`config.mk`:
```
export PLATFORM = sky130hd
export DESIGN_NAME = sound_container_header_parser_flat
export DESIGN_NICKNAME = d
export VERILOG_FILES = /design/src/scp_pkg.sv /design/src/scp_stream_if.sv /design/src/sound_container_header_parser.sv /design/src/flat_wrapper.sv
export SDC_FILE = /design/constraint.sdc
export NUM_CORES = 1
export LEC_CHECK = 0
export ABC_AREA = 0
export BUFFER_PORTS_ARGS = -buffer_cell sky130_fd_sc_hd__buf_2
export CELL_PAD_IN_SITES_DETAIL_PLACEMENT = 0
export CELL_PAD_IN_SITES_GLOBAL_PLACEMENT = 1
export CORE_UTILIZATION = 39
export CTS_CLUSTER_SIZE = 30
export DETAILED_ROUTE_END_ITERATION = 12
export PLACE_DENSITY = 0.74
export REMOVE_ABC_BUFFERS = 1
export SLEW_MARGIN = 10
export SYNTH_ARGS = -nofsm -noshare
export SYNTH_HDL_FRONTEND = slang
export SYNTH_SLANG_ARGS = --single-unit
```
`constraint.sdc`:
```
create_clock -name clk -period 8.9 [get_ports clk]
set_input_delay 0.445 -clock clk [delete_from_list [all_inputs] [get_ports clk]]
set_output_delay 0.445 -clock clk [all_outputs]
set_load 0.1 [all_outputs]
```
`src/scp_pkg.sv`:
```
// Types and constants of the sound container header parser.
// No dependencies; used by the top level, the checker and the testbench.
package scp_pkg;

  localparam int PositionBitsDefault = 32;

  localparam logic [31:0] TagGsnd = 32'h444E_5347;
  localparam logic [31:0] TagRiff = 32'h4646_4952;
  localparam logic [31:0] TagWave = 32'h4556_4157;
  localparam logic [31:0] TagFmt  = 32'h2074_6D66;
  localparam logic [31:0] TagData = 32'h6174_6164;

  localparam int GsndHead = 24;
  localparam int WavMin   = 44;
  localparam int FmtMin   = 16;
  localparam int ChunkHeaderBytes = 8;

  typedef enum logic [1:0] {
    CONT_NONE = 2'd0,
    CONT_GSND = 2'd1,
    CONT_RIFF = 2'd2
  } container_t;

  typedef enum logic [1:0] {
    PH_HEADER   = 2'd0,
    PH_BODY     = 2'd1,
    PH_BODY_ODD = 2'd2,
    PH_PAD      = 2'd3
  } phase_t;

  typedef enum logic [1:0] {
    CK_OTHER = 2'd0,
    CK_FMT   = 2'd1,
    CK_DATA  = 2'd2
  } chunk_t;

endpackage

```
`src/scp_stream_if.sv`:
```
// Valid/ready channels of the header parser: file bytes in, verdicts out.
// No dependencies.
interface scp_byte_if;
  logic       valid;
  logic       ready;
  logic [7:0] data_byte;
  logic       final_byte;

  modport source(output valid, output data_byte, output final_byte, input ready);
  modport sink(input valid, input data_byte, input final_byte, output ready);
endinterface

interface scp_verdict_if;
  logic        valid;
  logic        ready;
  logic        accepted;
  logic [1:0]  container;
  logic [1:0]  channel_count;
  logic [4:0]  sample_bits;
  logic [31:0] sample_rate;
  logic [31:0] data_offset;
  logic [31:0] data_size;

  modport source(output valid, output accepted, output container, output channel_count,
                 output sample_bits, output sample_rate, output data_offset,
                 output data_size, input ready);
  modport sink(input valid, input accepted, input container, input channel_count,
               input sample_bits, input sample_rate, input data_offset,
               input data_size, output ready);
endinterface

```
`src/sound_container_header_parser.sv`:
```
// Streaming RIFF/WAVE and GSND sound header checker, top level.
// Depends on scp_pkg and the channels in scp_stream_if.sv.
//
// The parser takes one file byte per clock cycle and returns one verdict for
// each byte marked final, through the input register and the verdict register.
// Each request goes into an input register and is parsed by one pass of
// counter and compare logic into the header state; a final byte also loads the
// verdict register and returns the parser to its reset state for the next file.
// Non-final bytes never stall; a final byte waits in the input register only
// while the previous verdict is still untaken at the output.
module sound_container_header_parser #(
  parameter int POSITION_BITS = scp_pkg::PositionBitsDefault
) (
  input logic           clk,
  input logic           rst_n,
  scp_byte_if.sink      in_ch,
  scp_verdict_if.source out_ch
);

  localparam logic [POSITION_BITS-1:0] PosLimit = {POSITION_BITS{1'b1}};

  logic                     in_vld_r;
  logic [7:0]               in_byte_r;
  logic                     in_fin_r;
  logic                     advance;

  logic [POSITION_BITS-1:0] pos_r, pos_nxt;
  scp_pkg::container_t      kind_r, kind_nxt;
  logic [63:0]              rb_r, rb_nxt;
  logic [31:0]              left_r, left_nxt;
  scp_pkg::phase_t          phase_r, phase_nxt;
  scp_pkg::chunk_t          chunk_r, chunk_nxt;
  logic [4:0]               bidx_r, bidx_nxt;
  logic [15:0]              code_r, code_nxt;
  logic [15:0]              chan_r, chan_nxt;
  logic [15:0]              bits_r, bits_nxt;
  logic [31:0]              rate_r, rate_nxt;
  logic [POSITION_BITS-1:0] start_r, start_nxt;
  logic [63:0]              len_r, len_nxt;
  logic                     seen_r, seen_nxt;
  logic                     failed_r, failed_nxt;

  logic                     at_limit;
  logic [15:0]              top16;
  logic [31:0]              csize;
  logic [31:0]              left_dec;

  logic                     ok;
  logic [POSITION_BITS-1:0] start_sel;
  logic                     frame_ok;

  logic                     out_vld_r;
  logic                     out_acc_r;
  logic [1:0]               out_cont_r;
  logic [1:0]               out_chan_r;
  logic [4:0]               out_bits_r;
  logic [31:0]              out_rate_r;
  logic [31:0]              out_off_r;
  logic [31:0]              out_size_r;

  assign advance     = in_vld_r && !(in_fin_r && out_vld_r && !out_ch.ready);
  assign in_ch.ready = !in_vld_r || advance;

  assign at_limit = (pos_r == PosLimit);
  assign rb_nxt   = {in_byte_r, rb_r[63:8]};
  assign top16    = rb_nxt[63:48];
  assign csize    = rb_nxt[63:32];
  assign left_dec = left_r - 32'd1;

  always_comb begin
    kind_nxt   = kind_r;
    left_nxt   = left_r;
    phase_nxt  = phase_r;
    chunk_nxt  = chunk_r;
    bidx_nxt   = bidx_r;
    code_nxt   = code_r;
    chan_nxt   = chan_r;
    bits_nxt   = bits_r;
    rate_nxt   = rate_r;
    start_nxt  = start_r;
    len_nxt    = len_r;
    seen_nxt   = seen_r;
    failed_nxt = failed_r | at_limit;
    pos_nxt    = at_limit ? pos_r : pos_r + POSITION_BITS'(1);

    if (pos_r == POSITION_BITS'(3)) begin
      priority if (rb_nxt[63:32] == scp_pkg::TagGsnd) begin
        kind_nxt = scp_pkg::CONT_GSND;
      end else if (rb_nxt[63:32] == scp_pkg::TagRiff) begin
        kind_nxt = scp_pkg::CONT_RIFF;
      end else begin
        kind_nxt = scp_pkg::CONT_NONE;
      end
    end else if (kind_r == scp_pkg::CONT_GSND) begin
      if (pos_r == POSITION_BITS'(5) && top16 != 16'd1) failed_nxt = 1'b1;
      if (pos_r == POSITION_BITS'(7) && !top16[0]) failed_nxt = 1'b1;
      if (pos_r == POSITION_BITS'(9)) chan_nxt = top16;
      if (pos_r == POSITION_BITS'(11)) bits_nxt = top16;
      if (pos_r == POSITION_BITS'(15)) rate_nxt = rb_nxt[63:32];
      if (pos_r == POSITION_BITS'(23)) len_nxt = rb_nxt;
    end else if (kind_r == scp_pkg::CONT_RIFF) begin
      if (pos_r == POSITION_BITS'(11)) begin
        if (rb_nxt[63:32] != scp_pkg::TagWave) begin
          kind_nxt = scp_pkg::CONT_NONE;
        end else begin
          phase_nxt = scp_pkg::PH_HEADER;
          left_nxt  = 32'(scp_pkg::ChunkHeaderBytes);
        end
      end else if (pos_r > POSITION_BITS'(11) && !failed_nxt) begin
        unique case (phase_r)
          scp_pkg::PH_HEADER: begin
            left_nxt = left_dec;
            if (left_dec == 32'd0) begin
              priority if (rb_nxt[31:0] == scp_pkg::TagFmt) begin
                chunk_nxt = scp_pkg::CK_FMT;
              end else if (rb_nxt[31:0] == scp_pkg::TagData) begin
                chunk_nxt = scp_pkg::CK_DATA;
              end else begin
                chunk_nxt = scp_pkg::CK_OTHER;
              end
              bidx_nxt = 5'd0;
              if (rb_nxt[31:0] == scp_pkg::TagFmt && csize < 32'(scp_pkg::FmtMin)) begin
                failed_nxt = 1'b1;
              end
              if (rb_nxt[31:0] != scp_pkg::TagFmt && rb_nxt[31:0] == scp_pkg::TagData) begin
                start_nxt = pos_r + POSITION_BITS'(1);
                len_nxt   = 64'(csize);
                seen_nxt  = 1'b1;
              end
              if (csize == 32'd0) begin
                left_nxt = 32'(scp_pkg::ChunkHeaderBytes);
              end else begin
                left_nxt  = csize;
                phase_nxt = csize[0] ? scp_pkg::PH_BODY_ODD : scp_pkg::PH_BODY;
              end
            end
          end
          scp_pkg::PH_BODY, scp_pkg::PH_BODY_ODD: begin
            if (chunk_r == scp_pkg::CK_FMT) begin
              if (bidx_r == 5'd1) code_nxt = top16;
              if (bidx_r == 5'd3) chan_nxt = top16;
              if (bidx_r == 5'd7) rate_nxt = rb_nxt[63:32];
              if (bidx_r == 5'd15) bits_nxt = top16;
            end
            if (bidx_r < 5'd16) bidx_nxt = bidx_r + 5'd1;
            left_nxt = left_dec;
            if (left_dec == 32'd0) begin
              if (phase_r == scp_pkg::PH_BODY_ODD) begin
                phase_nxt = scp_pkg::PH_PAD;
              end else begin
                phase_nxt = scp_pkg::PH_HEADER;
                left_nxt  = 32'(scp_pkg::ChunkHeaderBytes);
              end
            end
          end
          scp_pkg::PH_PAD: begin
            phase_nxt = scp_pkg::PH_HEADER;
            left_nxt  = 32'(scp_pkg::ChunkHeaderBytes);
          end
        endcase
      end
    end
  end

  always_comb begin
    unique case ({bits_nxt == 16'd16, chan_nxt == 16'd2})
      2'b00:   frame_ok = 1'b1;
      2'b11:   frame_ok = (len_nxt[1:0] == 2'b00);
      default: frame_ok = !len_nxt[0];
    endcase
  end

  always_comb begin
    ok        = !failed_nxt;
    start_sel = start_nxt;
    unique case (kind_nxt)
      scp_pkg::CONT_GSND: begin
        start_sel = POSITION_BITS'(scp_pkg::GsndHead);
        ok = ok && pos_nxt >= POSITION_BITS'(scp_pkg::GsndHead)
                && len_nxt <= 64'(pos_nxt - POSITION_BITS'(scp_pkg::GsndHead));
      end
      scp_pkg::CONT_RIFF: begin
        ok = ok && pos_nxt >= POSITION_BITS'(scp_pkg::WavMin)
                && phase_nxt != scp_pkg::PH_BODY && phase_nxt != scp_pkg::PH_BODY_ODD
                && code_nxt == 16'd1 && seen_nxt;
      end
      default: ok = 1'b0;
    endcase
    ok = ok && len_nxt != 64'd0 && rate_nxt != 32'd0
            && (chan_nxt == 16'd1 || chan_nxt == 16'd2)
            && (bits_nxt == 16'd8 || bits_nxt == 16'd16)
            && 64'(start_sel) <= 64'hFFFF_FFFF && len_nxt[63:32] == 32'd0
            && frame_ok;
  end

  always_ff @(posedge clk) begin
    if (!rst_n) begin
      in_vld_r  <= 1'b0;
      out_vld_r <= 1'b0;
      pos_r     <= '0;
      kind_r    <= scp_pkg::CONT_NONE;
      rb_r      <= '0;
      left_r    <= '0;
      phase_r   <= scp_pkg::PH_HEADER;
      chunk_r   <= scp_pkg::CK_OTHER;
      bidx_r    <= '0;
      code_r    <= '0;
      chan_r    <= '0;
      bits_r    <= '0;
      rate_r    <= '0;
      start_r   <= '0;
      len_r     <= '0;
      seen_r    <= 1'b0;
      failed_r  <= 1'b0;
    end else begin
      if (in_ch.ready) begin
        in_vld_r <= in_ch.valid;
      end
      if (advance) begin
        if (in_fin_r) begin
          pos_r    <= '0;
          kind_r   <= scp_pkg::CONT_NONE;
          rb_r     <= '0;
          left_r   <= '0;
          phase_r  <= scp_pkg::PH_HEADER;
          chunk_r  <= scp_pkg::CK_OTHER;
          bidx_r   <= '0;
          code_r   <= '0;
          chan_r   <= '0;
          bits_r   <= '0;
          rate_r   <= '0;
          start_r  <= '0;
          len_r    <= '0;
          seen_r   <= 1'b0;
          failed_r <= 1'b0;
        end else begin
          pos_r    <= pos_nxt;
          kind_r   <= kind_nxt;
          rb_r     <= rb_nxt;
          left_r   <= left_nxt;
          phase_r  <= phase_nxt;
          chunk_r  <= chunk_nxt;
          bidx_r   <= bidx_nxt;
          code_r   <= code_nxt;
          chan_r   <= chan_nxt;
          bits_r   <= bits_nxt;
          rate_r   <= rate_nxt;
          start_r  <= start_nxt;
          len_r    <= len_nxt;
          seen_r   <= seen_nxt;
          failed_r <= failed_nxt;
        end
      end
      if (advance && in_fin_r) begin
        out_vld_r <= 1'b1;
      end else if (out_ch.ready) begin
        out_vld_r <= 1'b0;
      end
    end
  end

  always_ff @(posedge clk) begin
    if (in_ch.valid && in_ch.ready) begin
      in_byte_r <= in_ch.data_byte;
      in_fin_r  <= in_ch.final_byte;
    end
    if (advance && in_fin_r) begin
      out_acc_r  <= ok;
      out_cont_r <= kind_nxt;
      out_chan_r <= ok ? chan_nxt[1:0] : 2'd0;
      out_bits_r <= ok ? bits_nxt[4:0] : 5'd0;
      out_rate_r <= ok ? rate_nxt : 32'd0;
      out_off_r  <= ok ? 32'(start_sel) : 32'd0;
      out_size_r <= ok ? len_nxt[31:0] : 32'd0;
    end
  end

  assign out_ch.valid         = out_vld_r;
  assign out_ch.accepted      = out_acc_r;
  assign out_ch.container     = out_cont_r;
  assign out_ch.channel_count = out_chan_r;
  assign out_ch.sample_bits   = out_bits_r;
  assign out_ch.sample_rate   = out_rate_r;
  assign out_ch.data_offset   = out_off_r;
  assign out_ch.data_size     = out_size_r;

endmodule

```
`src/flat_wrapper.sv`:
```
// flat-port wrapper written by rule: the top's interface ports become plain ports
module sound_container_header_parser_flat 
#(
  parameter int POSITION_BITS = scp_pkg::PositionBitsDefault
)
  (clk, rst_n, in_ch_valid, in_ch_data_byte, in_ch_final_byte, in_ch_ready, out_ch_valid, out_ch_accepted, out_ch_container, out_ch_channel_count, out_ch_sample_bits, out_ch_sample_rate, out_ch_data_offset, out_ch_data_size, out_ch_ready);
  scp_byte_if in_ch_i ();
  scp_verdict_if out_ch_i ();
  input logic clk;
  input logic rst_n;
  input wire logic [$bits(in_ch_i.valid)-1:0] in_ch_valid;
  input wire logic [$bits(in_ch_i.data_byte)-1:0] in_ch_data_byte;
  input wire logic [$bits(in_ch_i.final_byte)-1:0] in_ch_final_byte;
  output wire logic [$bits(in_ch_i.ready)-1:0] in_ch_ready;
  output wire logic [$bits(out_ch_i.valid)-1:0] out_ch_valid;
  output wire logic [$bits(out_ch_i.accepted)-1:0] out_ch_accepted;
  output wire logic [$bits(out_ch_i.container)-1:0] out_ch_container;
  output wire logic [$bits(out_ch_i.channel_count)-1:0] out_ch_channel_count;
  output wire logic [$bits(out_ch_i.sample_bits)-1:0] out_ch_sample_bits;
  output wire logic [$bits(out_ch_i.sample_rate)-1:0] out_ch_sample_rate;
  output wire logic [$bits(out_ch_i.data_offset)-1:0] out_ch_data_offset;
  output wire logic [$bits(out_ch_i.data_size)-1:0] out_ch_data_size;
  input wire logic [$bits(out_ch_i.ready)-1:0] out_ch_ready;
  assign in_ch_i.valid = in_ch_valid;
  assign in_ch_i.data_byte = in_ch_data_byte;
  assign in_ch_i.final_byte = in_ch_final_byte;
  assign in_ch_ready = in_ch_i.ready;
  assign out_ch_valid = out_ch_i.valid;
  assign out_ch_accepted = out_ch_i.accepted;
  assign out_ch_container = out_ch_i.container;
  assign out_ch_channel_count = out_ch_i.channel_count;
  assign out_ch_sample_bits = out_ch_i.sample_bits;
  assign out_ch_sample_rate = out_ch_i.sample_rate;
  assign out_ch_data_offset = out_ch_i.data_offset;
  assign out_ch_data_size = out_ch_i.data_size;
  assign out_ch_i.ready = out_ch_ready;
  sound_container_header_parser #(.POSITION_BITS(POSITION_BITS)) u_core (.clk(clk), .rst_n(rst_n), .in_ch(in_ch_i), .out_ch(out_ch_i));
endmodule
```
# After elaboration in Yosys (flattened, before gate mapping)
# Cells that the tools add are included.
totals:
  inputBits: 13
  mem_count: 0
  ram_bits: 0
  latchBits: 0
  rom_bits: 0
  reg_bits: 434
  elab_cells: 271
  output_inout_bits: 108
op_classes:
  multipliers: 0
  muxes: 138
  shifts: 0
  n_addsub: 4
  magnitude_cmp: 6
  n_eq_ne: 41
  bitwise_logic: 2
  n_reduce_logical: 53
  n_div: 0
op_table:
  columns: ["op", "count"]
  rows:
  - ["32-bit two-way mux", 32]
  - ["64-bit two-way mux", 11]
  - ["16-bit two-way mux", 29]
  - ["32-bit by 31-bit equality test with 1-bit output, second input constant", 3]
  - ["32-bit by 4-bit equality test with 1-bit output, second input constant", 3]
  - ["32-bit logical NOT", 3]
  - ["32-bit case mux with 3 select lines", 1]
  - ["32-bit by 3-bit equality test with 1-bit output, second input constant", 2]
  - ["64-bit less-or-equal comparator", 1]
  - ["64-bit nonzero test", 1]
  - ["2-bit two-way mux", 30]
  - ["5-bit two-way mux", 9]
  - ["32-bit by 5-bit subtractor with 33-bit output, second input constant", 1]
  - ["32-bit by 1-bit adder with 32-bit output, second input constant", 1]
  - ["16-bit by 1-bit equality test with 1-bit output, second input constant", 2]
  - ["32-bit by 2-bit equality test with 1-bit output, second input constant", 1]
  - ["32-bit by 30-bit equality test with 1-bit output, second input constant", 1]
  - ["32-bit equality test, second input constant", 1]
  - ["32-bit by 5-bit equality test with 1-bit output, second input constant", 1]
  - ["32-bit by 5-bit greater-or-equal comparator with 1-bit output, second input constant", 1]
  - ["32-bit by 6-bit greater-or-equal comparator with 1-bit output, second input constant", 1]
  - ["32-bit by 4-bit greater-than comparator with 1-bit output, second input constant", 1]
  - ["32-bit by 5-bit < comparator with 1-bit output, second input constant", 1]
  - ["32-bit by 30-bit inequality test with 1-bit output, second input constant", 1]
  - ["other kinds (35)", 106]

# Longest topological paths before layout
# Gate-level depths: netlist of the first run.
depth:
  depth_word: 25
  depth_mapped: 32

# Least setup slack after synthesis of the first run
# No wires, ideal clock.
synth_path:
  path_type: "register to register"
  start: "reg u_core.pos_r[1]"
  end: "reg u_core.out_off_r[30], in the netlist u_core.out_ch.data_offset[30] (data pin)"
  setup_slack_ns: 2.561
  required_ns: 8.693
  arrival_time_ns: 6.132
  path_buffers: 4
  path_stages_with_launch: 25
  synth_period_minus_slack_ns: 6.339
  setup_time_ns: 0.207
  path_cell_list: "dfxtp_1 ha_1 buf_2 nand3_1 or4_1 or3_1 clkbuf_1 mux2i_1 and4_1 or4b_1 or3_1 ha_1 a21o_1 a21oi_1 nor2b_1 o31a_1 o21ai_0 a21oi_1 a2111oi_0 o21ai_0 nor3_1 o211ai_1 buf_2 buf_6 a2111oi_0"
synth_between:
  elab_chain_cells: 25
synth_rtl:
  columns: ["element", "line", "source"]
  rows:
  - ["from (decl)", "sound_container_header_parser.sv:27", "logic [POSITION_BITS-1:0] pos_r, pos_nxt;"]
  - ["from (signal assigned)", "sound_container_header_parser.sv:237", "pos_r <= pos_nxt;"]
  - ["parallel branches: the longest is 25 deep, another holds 64-bit less-or-equal comparator", null, null]
  - ["to (signal assigned)", "sound_container_header_parser.sv:273", "out_off_r <= ok ? 32'(start_sel) : 32'd0;"]
  - ["to (decl)", "sound_container_header_parser.sv:58", "logic [31:0] out_off_r;"]
# Several ways; the timed one is not identified.
# A chain may end at the register's enable or synchronous reset.

# Final worst setup path of the first run
layout_path:
  start: "reg u_core.pos_r[0]"
  end: "reg u_core.out_off_r[18], in the netlist u_core.out_ch.data_offset[18] (data pin)"
# Same word-level chain as after synthesis.

==> flow_metrics.tcl, run 1 <==
set metrics [dict create \
    status "finished, final reports clean" \
    drc_errors 0 \
    yosysTopAreaCell "dfxtp_1" \
    worstSkewPairLatency_ps 610 \
    power_per_cell_area_nw_per_um2 158 \
    cts_tree "done" \
    grtUsageTotal_pct 27.4 \
    vias 22000 \
    cts_buffers 48 \
    firstDrtPassIters 6 \
    die_x_um 248 \
    grt_overflow 0 \
    synth_edf_count 115 \
    antenna_left 0 \
    hold_ws_ps 112 \
    clockBufferDepth 3 \
    crit_path_max_fanout 22 \
    required_ps 9260 \
    post-place-ws_ps 1350 \
    ys_seq_area_share_pct 40.9 \
    dp_cells 3507 \
    final_cells 3606 \
    drv_cap 0 \
    syn2layout_area_growth_pct 12.3 \
    ys_types 80 \
    cts_setup_buffers 0 \
    diodes 0 \
    ys.warnings.count 0 \
    grt_pass1_vias 20700 \
    synth.avg_cell_area_um2 8.52 \
    die_h_um 248 \
    netlist_instances 2779 \
    start_kind "flop" \
    avgRoutedWirePerCell_um 24.0 \
    clk_pin_slew_ps 60 \
    hold_class "in2reg" \
    period_needed_ps 7640 \
    end_kind "flop" \
    critical_path_arrival_ps 8000 \
    finalMaxSlewViolations 0 \
    nNetsFinal 2887 \
    grt_max_degree 126 \
    final.setup_skew_ps 18.8 \
    synth.area.top_cells "dfxtp_1 26%, edfxtp_1 15%, a22oi_1 6.0%" \
    clock-sinks 426 \
    viasPerCell 6.09 \
    rsz0062_at_grt "no" \
    mostFrequentLayoutCells "310 x dfxtp_1, 301 x nand2_1, 197 x nor2b_1" \
    hold_viol 0 \
    cts_max_level 2 \
    setup_tns_ps 0 \
    portBuffers 120 \
    place_congestion 0.975 \
    die_area_um2 61700 \
    final_common_cell "dfxtp_1" \
    start_util_pct 39.8 \
    synth-seq-cells 426 \
    post-route-period-util_pct 85.9 \
    p_leak_nw 10.2 \
    syn_area_um2 23700 \
    post-route-util_pct 44.7 \
    drive_gt1_share_pct 10.6 \
    hpwlAfterDp_mm 58.3 \
    grt_pass1_wl_mm 131 \
    setup_viol 0 \
    worst_slew_pin_slew_ps 1210 \
    slew_headroom_pct 19.4 \
    synthFlopType "dfxtp_1" \
    io_pins 121 \
    peakVddDrop_uv 153 \
    max_freq_mhz 131 \
    setup_ws_ps 1260 \
    dr.first_iter.drc_count 2406 \
    drt_wl_total_mm 86.5 \
    synth_top_area_share_pct 26.3 \
    core_um2 59500 \
    row_count 89 \
    synth-async-reset-ratio_pct 0 \
    antenna_found_initial 2 \
    critPathKind "reg2reg" \
    root_buffer "clkbuf_16" \
    reg2reg_slack_ps 1260 \
]
==> kinds of logic (layout without fill, tap and decap cells) <==
logic type	Yosys count	in the layout	share of synthesized area (%)
xor+xnor	71	71	2.63
mux	44	44	1.88
flops	426	426	40.9
buf+inv	268	320	4.43
other cells	1	3	0.0158
fa+ha+maj	81	81	4.28
compound gates	662	662	18.5
simple gates	1226	1226	27.4
==> state kept, by name, summed over array words and instances, names as in the netlist, 5 cells and up <==
name                       count
u_core.chan_r                 16
u_core.in_byte_r               8
u_core.rate_r                 32
u_core.out_ch.sample_rate     32
u_core.left_r                 32
u_core.bits_r                 16
u_core.rb_r                   56
u_core.out_ch.sample_bits      5
u_core.out_ch.data_offset     32
u_core.start_r                32
u_core.code_r                 16
u_core.len_r                  64
u_core.out_ch.data_size       32
u_core.bidx_r                  5
u_core.pos_r                  32
==> per-stage QoR <==
| stage | instance area (um2) | total power [mW] |
|---|---|---|
| global placement | 24900 | 2.22 |
| finish | 26600 | 4.21 |
| global route | 26600 | 4.33 |
| CTS | 26600 | 4.24 |
| detailed placement | 24900 | 2.22 |
| floorplan | 22800 | 2.14 |
==> layout make-up <==
class / count / area, um2
Multi-Input combinational cell: 2087 / 13100
Timing Repair Buffer: 191 / 1170
Inverter: 39 / 146
Clock buffer: 65 / 1320
Sequential cell: 426 / 9680
Fill cell: 5862 / 32900
Tap cell: 773 / 967
Clock inverter: 25 / 264
==> cells in the mapped netlist, types with 72 or more instances <==
cell	number
a21boi_0	72
a21oi_1	127
a22oi_1	188
clkbuf_1	188
dfxtp_1	311
edfxtp_1	115
ha_1	81
nand2_1	303
nor2_1	183
nor2b_1	197
nor3_1	120
o21ai_0	129
==> path summary, 6_finish.rpt <==
check	endpoint	depth (start not counted)	from
max reg2reg	u_core.out_ch.data_offset[18]	21	u_core.pos_r[0]
min reg2reg	u_core.start_r[16]	2	u_core.start_r[16]
min	u_core.in_vld_r	3	in_ch_valid
max	u_core.out_ch.data_offset[18]	21	u_core.pos_r[0]
==> metal layers <==
| metal | vias up | track usage, % | part of all wire, % |
|---|---|---|---|
| li1 | 10100 | - | - |
| met1 | 10700 | 39.4 | 45 |
| met2 | 959 | 41.9 | 44 |
| met3 | 158 | 4.50 | 8.2 |
| met4 | 2 | 8.04 | 2.8 |
| met5 | - | 0 | 0.015 |
==> power breakdown <==
part	switching [mW]	internal [mW]
Combinational	0.138	0.0444
Clock	0.862	1.16
Sequential	0.00806	1.99
==> critical path: stages, from the launching register on <==
cell and delay (ps):
dfxtp_1 530, ha_1 480, nand3_1 400, or4_1 700
or3_1 450, mux2i_1 360, and4_1 290, or4b_1 490
or3_1 600, buf_4 330, ha_1 320, nand4_1 180
nor4_1 600, nand4_1 150, nor2_1 200, nand2_1 80
nand2_1 90, o21ai_0 70, nor3_1 150, o211ai_1 190
buf_4 280, a2111oi_0 430
==> repair_timing <==
action | in CTS | in global routing
endpoints found under the hold margin | 9 | 0
resized for setup | 0 | 0
hold buffers | 9 | 0
(Power assumes the default switching activity.)
==> run 2: changes to the inputs <==
Settings changed: CTS_CLUSTER_SIZE 30 to unset, PLACE_DENSITY 0.74 to unset, PLACE_DENSITY_LB_ADDON set to 0.1.
==> flow_metrics.tcl, run 2 (synthesis results as in run 1) <==
set metrics [dict create \
    status "finished, final reports clean" \
    critPathKind "reg2reg" \
    clockBufferDepth 3 \
    row_count 89 \
    clock-sinks 426 \
    final_common_cell "dfxtp_1" \
    place_congestion 0.901 \
    grt_overflow 0 \
    nNetsFinal 2903 \
    largest_reg_flops 64 \
    die_area_um2 61700 \
    fill_cells 5901 \
    core_um2 59500 \
    crit_path_max_fanout 59 \
    diodes 0 \
    cpPeakStageDelay_ps 690 \
    worst_slew_pin_slew_ps 1170 \
    slew_headroom_pct 22.0 \
    dpl_cell_area_um2 25000 \
    cp_common_cell "nor3_1" \
    mostFrequentLayoutCells "310 x dfxtp_1, 301 x nand2_1, 197 x nor2b_1" \
    critPathSlowestCell "nor3_1" \
    critical_path_arrival_ps 8180 \
    cts_buffers 52 \
    worstSkewPairLatency_ps 630 \
    avgRoutedWirePerCell_um 24.5 \
    cts_max_level 2 \
    setup_ws_ps 1060 \
    viasPerCell 6.02 \
    setup_viol 0 \
    hpwlAfterDp_mm 59.4 \
    finalMaxSlewViolations 0 \
    start_util_pct 39.8 \
    cts_tree "done" \
    hold_class "in2reg" \
    vias 21800 \
    die_x_um 248 \
    grt_pass1_vias 20600 \
    post-route-util_pct 45.2 \
    syn2layout_area_growth_pct 13.6 \
    max_freq_mhz 128 \
    top_register "u_core.len_r" \
    post-route-period-util_pct 88.0 \
    hold_viol 0 \
    required_ps 9240 \
    peakVddDrop_uv 161 \
    drv_cap 0 \
    die_h_um 248 \
    dr.first_iter.drc_count 2164 \
    antenna_left 0 \
    drive_gt1_share_pct 11.4 \
    portBuffers 120 \
    clk_pin_slew_ps 60 \
    drt_wl_total_mm 89.0 \
    finalInstanceArea_um2 26900 \
    end_kind "flop" \
    post-place-ws_ps 973 \
    drc_errors 0 \
    root_buffer "clkbuf_16" \
    grtUsageTotal_pct 28.2 \
    setup_tns_ps 0 \
    io_pins 121 \
    p_leak_nw 10.3 \
    final.setup_skew_ps 25.2 \
    antenna_found_initial 0 \
    start_kind "flop" \
    grt_pass1_wl_mm 134 \
    largestRegisters "u_core.len_r x64, u_core.rb_r x56" \
    power.total_mw 4.37 \
    grt_max_degree 109 \
    period_needed_ps 7840 \
    power_per_cell_area_nw_per_um2 162 \
    rsz0062_at_grt "no" \
    firstDrtPassIters 8 \
]
## run 2: changes by cell type in the layout (fill, tap and decap cells not counted), moves of 3 or more
cell / previous run / this run
buf_4: 61 / 72
clkbuf_16: 49 / 54
clkbuf_1: 13 / 10
clkbuf_8: 3 / 6
clkinv_2: 10 / 13
## run 2: layer usage
layer / vias up / wire (um) / GRT usage (%)
met3: 139 / 6150 / 4.06
li1: 10200 / - / -
met5: - / 0 / 0
met2: 815 / 38100 / 42.2
met1: 10700 / 42200 / 41.6
met4: 0 / 2480 / 8.38
## run 2: critical path: cells and delay by family, from the launching register on
family | cells | cell delay [ps]
AO/OA/AOI/OAI | 5 | 900
buffers and inverters | 2 | 680
flip-flops | 1 | 530
adder cells (fa/ha/maj) | 2 | 790
AND/OR/NAND/NOR | 15 | 4150
XOR/XNOR | 2 | 470
## run 2: what timing repair did
action / in CTS / in global routing
hold endpoints to repair: 9 / 0
hold buffers: 9 / 0
setup buffers: 0 / 0
gates resized for setup: 0 / 0
## run 2: final cells by class
type                    count  area, um2  area share (%)
clock buffers              70       1470            5.47
well taps                 773        967            3.60
flip-flops and latches    426       9680            36.0
inverters                  39        146           0.544
clock inverters            28        283            1.05
multi-input cells        2087      13100            48.6
repair buffers            203       1280            4.78
## run 2: path summary, 6_finish.rpt
kind,depth (start not counted),endpoint,start,slack [ps]
hold / removal,3,u_core.in_vld_r,in_ch_valid,90
setup / recovery,26,u_core.out_ch.sample_rate[13],u_core.pos_r[0],1060
setup reg to reg,26,u_core.out_ch.sample_rate[13],u_core.pos_r[0],1060
hold reg to reg,2,u_core.start_r[16],u_core.start_r[16],480
## run 2: power breakdown
part / internal, mW / switching [mW]
logic: 0.0453 / 0.144
registers: 1.99 / 0.00536
clock network: 1.26 / 0.921
total: 3.30 / 1.07
## run 2: through the flow
step           hold WS (ps)  instances
6_report               85.4       3626
5_1_grt                 132       3626
3_3_place_gp            452       3518
2_1_floorplan           438       2552
4_1_cts                58.4       3625
3_5_place_dp            461       3518
